$ cat src/sv/b32e_pkg.sv
// Shared types, constants and the symbol-to-character lookup for the base32 encoder.
// Used by b32e_slicer and base32_stream_encoder; depends on nothing else.
`default_nettype none

package b32e_pkg;

    // Bits per base32 symbol and the largest number of characters one byte can cause.
    localparam int K_SYM_W   = 5;
    localparam int K_MAX_SYM = 3;
    localparam int K_CHAR_W  = 7;

    // ASCII bases: 'a' for codes 0..25; for codes 26..31, '2' minus 26.
    localparam logic [K_CHAR_W-1:0] K_ALPHA_BASE = 7'd97;
    localparam logic [K_CHAR_W-1:0] K_DIGIT_BASE = 7'd24;
    localparam logic [K_SYM_W-1:0]  K_NUM_ALPHA  = 5'd26;

    typedef logic [K_SYM_W-1:0] t_sym;

    // One byte's worth of work: its symbols, how many of them are sent, and the flush flag.
    typedef struct packed {
        t_sym [K_MAX_SYM-1:0] syms;
        logic [1:0]           cnt;
        logic                 fin;
    } t_group;

    // Maps a 5-bit code to its lowercase base32 character (a-z, 2-7).
    function automatic logic [K_CHAR_W-1:0] f_b32_char(input t_sym sym);
        logic [K_CHAR_W-1:0] ext;
        ext = {2'b00, sym};
        if (sym < K_NUM_ALPHA) begin
            return K_ALPHA_BASE + ext;
        end else begin
            return K_DIGIT_BASE + ext;
        end
    endfunction

endpackage

`default_nettype wire

$ cat src/sv/b32e_slicer.sv
// Bit accumulator of the base32 encoder: merges leftover bits with a new byte and
// slices the result into up to three 5-bit symbols. Depends on b32e_pkg.
`default_nettype none

module b32e_slicer import b32e_pkg::*; (
    input  wire logic       i_clk,
    input  wire logic       i_rst_n,
    input  wire logic       i_load,
    input  wire logic [7:0] i_data_byte,
    input  wire logic       i_final_byte,
    output t_group          o_group
);

    // Leftover bits (right-aligned, zero above) and how many of them there are (0..4).
    logic [3:0]  r_acc;
    logic [2:0]  r_pend;
    logic [3:0]  n_acc;
    logic [2:0]  n_pend;

    logic [11:0] acc;
    logic [11:0] aligned;
    logic [14:0] window;
    logic [2:0]  shift;
    logic        two_regular;
    logic [2:0]  rem_bits;
    logic [4:0]  rem_mask;
    logic        flush;

    // Left-justify the pending bits plus the new byte, then pad with zeros to three symbols.
    always_comb begin
        acc         = {r_acc, i_data_byte};
        shift       = 3'd4 - r_pend;
        aligned     = acc << shift;
        window      = {aligned, 3'b000};
        two_regular = (r_pend >= 3'd2);
        rem_bits    = two_regular ? (r_pend - 3'd2) : (r_pend + 3'd3);
        rem_mask    = (5'd1 << rem_bits) - 5'd1;
        flush       = i_final_byte && (rem_bits != 3'd0);

        o_group.syms[0] = window[14:10];
        o_group.syms[1] = window[9:5];
        o_group.syms[2] = window[4:0];
        o_group.cnt     = 2'd1 + {1'b0, two_regular} + {1'b0, flush};
        o_group.fin     = i_final_byte;

        // The final byte of a message clears the accumulator.
        if (i_final_byte) begin
            n_acc  = 4'd0;
            n_pend = 3'd0;
        end else begin
            n_acc  = acc[3:0] & rem_mask[3:0];
            n_pend = rem_bits;
        end
    end

    // Accumulator state moves only when a beat is taken.
    always_ff @(posedge i_clk) begin
        if (!i_rst_n) begin
            r_acc  <= 4'd0;
            r_pend <= 3'd0;
        end else if (i_load) begin
            r_acc  <= n_acc;
            r_pend <= n_pend;
        end
    end

    function automatic logic [3:0] rem_mask_of_pend(input logic [2:0] p);
        logic [4:0] m;
        m = (5'd1 << p) - 5'd1;
        return m[3:0];
    endfunction

    // The pending count never passes four bits.
    a_pend_range: assert property (@(posedge i_clk) disable iff (!i_rst_n)
        r_pend <= 3'd4)
        else $error("pending bit count out of range");

    // No bits above the pending count are kept.
    a_acc_clean: assert property (@(posedge i_clk) disable iff (!i_rst_n)
        (r_acc & ~rem_mask_of_pend(r_pend)) == 4'd0)
        else $error("accumulator holds stale bits");

    // A final byte leaves nothing pending.
    a_flush_clears: assert property (@(posedge i_clk) disable iff (!i_rst_n)
        i_load && i_final_byte |=> r_pend == 3'd0)
        else $error("accumulator not cleared after final byte");

endmodule

`default_nettype wire

$ cat src/sv/base32_stream_encoder.sv
// Top level of the unpadded lowercase base32 stream encoder: byte in, characters out.
// Depends on b32e_pkg and b32e_slicer.
//
//   Channel  Direction  Handshake            Beat content
//   input    in         i_valid / o_stall    i_data_byte, i_final_byte
//   output   out        o_valid / i_stall    o_symbol_char, o_last_of_run, o_end_of_message
//
// One character leaves per cycle while the output is not stalled; a byte makes one to three
// characters, 1.6 on average over a long message.
// A byte is taken in the same cycle as the last character of the one before moves to
// the output register; a stalled output holds its character and the waiting byte.
// Reset is synchronous, active low, and empties both stages and the accumulator.
`default_nettype none

module base32_stream_encoder import b32e_pkg::*; (
    input  wire logic                i_clk,
    input  wire logic                i_rst_n,
    input  wire logic                i_valid,
    output logic                     o_stall,
    input  wire logic [7:0]          i_data_byte,
    input  wire logic                i_final_byte,
    output logic                     o_valid,
    input  wire logic                i_stall,
    output logic [K_CHAR_W-1:0]      o_symbol_char,
    output logic                     o_last_of_run,
    output logic                     o_end_of_message
);

    t_group      new_group;
    logic        in_take;

    // Work register: the symbols of the byte now being sent.
    t_group      r_group;
    logic        r_item_vld;
    logic [1:0]  r_idx;

    // Result register.
    logic        r_out_vld;
    logic [K_CHAR_W-1:0] r_char;
    logic        r_last;
    logic        r_eom;

    logic        out_free;
    logic        sym_take;
    logic        sym_last;
    logic        item_done;
    t_sym        cur_sym;

    b32e_slicer u_slicer (
        .i_clk        (i_clk),
        .i_rst_n      (i_rst_n),
        .i_load       (in_take),
        .i_data_byte  (i_data_byte),
        .i_final_byte (i_final_byte),
        .o_group      (new_group)
    );

    // Pick the current symbol and decide whether it moves to the result register.
    always_comb begin
        case (r_idx)
            2'd0:    cur_sym = r_group.syms[0];
            2'd1:    cur_sym = r_group.syms[1];
            default: cur_sym = r_group.syms[2];
        endcase
        out_free  = !r_out_vld || !i_stall;
        sym_take  = r_item_vld && out_free;
        sym_last  = (r_idx == (r_group.cnt - 2'd1));
        item_done = sym_take && sym_last;
        o_stall   = r_item_vld && !item_done;
        in_take   = i_valid && !o_stall;
    end

    // Work register control.
    always_ff @(posedge i_clk) begin
        if (!i_rst_n) begin
            r_item_vld <= 1'b0;
            r_idx      <= 2'd0;
        end else if (in_take) begin
            r_item_vld <= 1'b1;
            r_idx      <= 2'd0;
        end else if (sym_take) begin
            r_idx <= r_idx + 2'd1;
            if (sym_last) begin
                r_item_vld <= 1'b0;
            end
        end
    end

    // Work register payload.
    always_ff @(posedge i_clk) begin
        if (in_take) begin
            r_group <= new_group;
        end
    end

    // Result register valid.
    always_ff @(posedge i_clk) begin
        if (!i_rst_n) begin
            r_out_vld <= 1'b0;
        end else if (sym_take) begin
            r_out_vld <= 1'b1;
        end else if (!i_stall) begin
            r_out_vld <= 1'b0;
        end
    end

    // Result register payload.
    always_ff @(posedge i_clk) begin
        if (sym_take) begin
            r_char <= f_b32_char(cur_sym);
            r_last <= sym_last;
            r_eom  <= sym_last && r_group.fin;
        end
    end

    assign o_valid          = r_out_vld;
    assign o_symbol_char    = r_char;
    assign o_last_of_run    = r_last;
    assign o_end_of_message = r_eom;

    // The symbol index stays inside the byte's character count.
    a_idx_range: assert property (@(posedge i_clk) disable iff (!i_rst_n)
        r_item_vld |-> (r_idx < r_group.cnt) && (r_group.cnt != 2'd0))
        else $error("symbol index beyond character count");

    // Three characters only come from a flushing final byte.
    a_three_needs_fin: assert property (@(posedge i_clk) disable iff (!i_rst_n)
        r_item_vld && (r_group.cnt == 2'd3) |-> r_group.fin)
        else $error("three characters without a final byte");

    // End of message is always the last character of its byte.
    a_eom_last: assert property (@(posedge i_clk) disable iff (!i_rst_n)
        r_out_vld && r_eom |-> r_last)
        else $error("end of message on a non-last character");

endmodule

`default_nettype wire
$ cat config.mk
export PLATFORM = sky130hd
export DESIGN_NAME = base32_stream_encoder
export DESIGN_NICKNAME = d
export VERILOG_FILES = /design/src/sv/b32e_pkg.sv /design/src/sv/b32e_slicer.sv /design/src/sv/base32_stream_encoder.sv
export SDC_FILE = /design/constraint.sdc
export NUM_CORES = 1
export LEC_CHECK = 0
export BUFFER_PORTS_ARGS = -buffer_cell sky130_fd_sc_hd__buf_2
export CORE_ASPECT_RATIO = 0.7
export CORE_MARGIN = 8
export CORE_UTILIZATION = 55
export CTS_BUF_LIST = sky130_fd_sc_hd__clkbuf_4
export DETAILED_ROUTE_END_ITERATION = 8
export PLACE_DENSITY = 0.76
export RECOVER_POWER = 25
export SETUP_SLACK_MARGIN = 0.05
export SLEW_MARGIN = 0
export SYNTH_ARGS = -nofsm -noshare
export SYNTH_HDL_FRONTEND = slang
export SYNTH_SLANG_ARGS = --single-unit
$ cat constraint.sdc
create_clock -name i_clk -period 3.2 [get_ports i_clk]
set_input_delay 0.64 -clock i_clk [delete_from_list [all_inputs] [get_ports i_clk]]
set_output_delay 0.64 -clock i_clk [all_outputs]
set_load 0.02 [all_outputs]
==> flow_summary.json <==
{
  "status": "complete, no violations",
  "finalHoldViolations": 0,
  "cts_buffer_depth": 2,
  "total_power_uw": 1180,
  "cts_hold_buf": 0,
  "nFillCells": 298,
  "htree_levels": 2,
  "holdPathStages": 2,
  "syn_nets": 231,
  "r2r_end": "u_slicer.r_acc[1]",
  "pin_count": 24,
  "ys_seq_area_frac": 0.454,
  "cp_top_family": "adder cells",
  "die_w_um": 89.4,
  "slowest_stage": "ha_1",
  "critical_path_class": "reg2reg",
  "synth_flop_cell": "edfxtp_1",
  "initial_core_util": 0.583,
  "grt_max_degree": 20,
  "final_nets": 255,
  "numCtsBuffers": 5,
  "tns_ns": 0,
  "cts_sinks": 35,
  "hold_class": "reg2reg",
  "mappedNetlistArea_um2": 2070,
  "skew_ns": 0.00704,
  "crit_arrival_ns": 2.89,
  "numPortBuffers": 23,
  "cts-root-buf": "clkbuf_4",
  "syn_to_final_growth_pct": 9.59,
  "diodes": 0,
  "peakVddDrop_mv": 0.244,
  "crit_path_frequent_cell": "ha_1",
  "path_max_fanout": 16,
  "worst_slew_pin_slew_ns": 0.756,
  "cts_resized": 0,
  "ys_ff_latch": 35,
  "synthTopCellsByArea": "edfxtp_1 35%, dfxtp_1 11%, ha_1 6.0%",
  "clk_latency_ns": 0.33,
  "wire_per_inst_um": 15.2,
  "critPathLaunchType": "flip-flop",
  "core_um2": 3560,
  "yosys.area.top_type": "edfxtp_1",
  "crit_chain": "clkinv_1 -> ha_1 -> and3_1 -> o22ai_1 -> ha_1 -> nor3b_1 -> mux2i_1 -> nor2_1",
  "rows": 18,
  "viasPerCell": 5.74,
  "drtIter0Drc": 144,
  "yosysMostFrequentCell": "edfxtp_1",
  "min_to": "u_slicer.r_acc[3]",
  "cts_setup_buffers": 0,
  "gr-total-overflow": 0,
  "antenna_left": 0,
  "drc": 0,
  "vias": 1625,
  "grt_pass1_vias": 1500,
  "leakage_uw": 0.000873,
  "ys_top_cells_by_count": "24 x edfxtp_1, 22 x nand2_1, 13 x a21oi_1, 13 x nor2_1",
  "relSlewSlack": 0.492,
  "final_max_slew_viol_count": 0,
  "r2r-start": "u_slicer.r_pend[0]",
  "worst_setup_path_end_kind": "flip-flop",
  "die_h_um": 67.4,
  "fmax_mhz": 381,
  "cts_tree": "yes",
  "r2r_setup_slack_ns": 0.58,
  "syn_inst": 208,
  "hold_slack_ns": 0.497,
  "hold_start": "u_slicer.r_acc[3]",
  "grt_first_pass_wirelength_mm": 7.10,
  "die_area_um2": 6020,
  "layout-drive-gt1-share": 0.159,
  "final.min_clock_period_ns": 2.62,
  "first_pass_iters": 5,
  "critPathRequiredTime_ns": 3.47,
  "maxCapViolCount": 0,
  "syn_avg_cell_area_um2": 9.97,
  "synth_edf_count": 24,
  "powerDensity_nw_per_um2": 518,
  "hpwlAfterDp_mm": 3.24,
  "async_flop_share": 0,
  "netlist.area_leader.share": 0.347,
  "antenna_found_initial": 0,
  "place_ws_ns": 0.690,
  "critPathMaxStageDelay_ns": 0.76,
  "yosysWarnings": 0,
  "synth_cell_types": 44,
  "final_core_util": 0.639,
  "clk_pin_slew_ns": 0.10,
  "rr_worst_depth": 8,
  "period_share": 0.819,
  "routed_wl_mm": 4.32,
  "finalWorstSetupSlack_ns": 0.579,
  "grt_util_all_layers": 0.155,
  "rsz0062_at_grt": "false",
  "gp_congestion": 1.02,
  "finalSetupViolCount": 0,
  "critPathBufInv": 1
}
-- logic make-up (layout without fill, tap and decap cells) --
logic type / count (synthesis) / in the layout / share of synthesized area
simple gates: 67 / 67 / 0.165
compound gates: 52 / 52 / 0.168
flops: 35 / 35 / 0.454
buf+inv: 21 / 46 / 0.0428
mux: 16 / 16 / 0.0808
fa+ha+maj: 10 / 10 / 0.0603
xor+xnor: 7 / 7 / 0.0296
-- power breakdown --
| group | leakage [µW] | switching, µW | internal, µW |
|---|---|---|---|
| clock network | 0.0000331 | 140 | 91.0 |
| logic | 0.000522 | 227 | 142 |
| registers | 0.000318 | 21.2 | 556 |
-- through the flow --
stage                     cell area [µm²]  std cells
after detailed placement             2230        275
after global placement               2230        275
after CTS                            2280        283
after floorplan                      2070        208
after global routing                 2270        283
final                                2270        283
-- state kept, by name, summed over array words and instances (netlist names) --
signal	count
r_group	15
o_end_of_message	1
o_valid	1
o_symbol_char	7
u_slicer.r_pend	3
r_idx	2
u_slicer.r_acc	4
r_item_vld	1
o_last_of_run	1
-- worst min-delay path, stage by stage, from the launching register on --
cell	delay [ns]
dfxtp_1	0.33
nand2_1	0.07
o32ai_2	0.07
-- layout make-up --
cell class	instances	area, µm²	share of cell area
Multi-Input combinational cell	152	1040	0.460
Inverter	13	48.8	0.0215
Timing Repair Buffer	25	123	0.0539
Tap cell	50	62.6	0.0275
Sequential cell	35	941	0.414
Clock inverter	2	8.76	0.00385
Clock buffer	6	45.0	0.0198
-- how the worst max path moves through the flow --
stage	depth (start not counted)	end	from
floorplan	8	r_group[7]	u_slicer.r_pend[0]
CTS	8	u_slicer.r_acc[1]	u_slicer.r_pend[0]
global placement	5	r_group[12]	i_stall
finish	8	u_slicer.r_acc[1]	u_slicer.r_pend[0]
detailed placement	8	u_slicer.r_acc[1]	u_slicer.r_pend[0]
global route	8	u_slicer.r_acc[1]	u_slicer.r_pend[0]
-- placed cells by master, fill, tap and decap left out, types with 10 or more instances in the layout --
| master | count |
|---|---|
| o21ai_0 | 12 |
| a21oi_1 | 13 |
| buf_2 | 17 |
| edfxtp_1 | 24 |
| inv_1 | 12 |
| nand2_1 | 22 |
| ha_1 | 10 |
| mux2i_1 | 10 |
| nor2_1 | 13 |
| dfxtp_1 | 11 |
-- per-layer routing --
layer / GRT usage / routed length, µm
met1: 0.214 / 2020
met2: 0.233 / 1830
met3: 0.0388 / 423
met4: 0.0515 / 43
met5: 0 / 0
(Power assumes the default switching activity.)
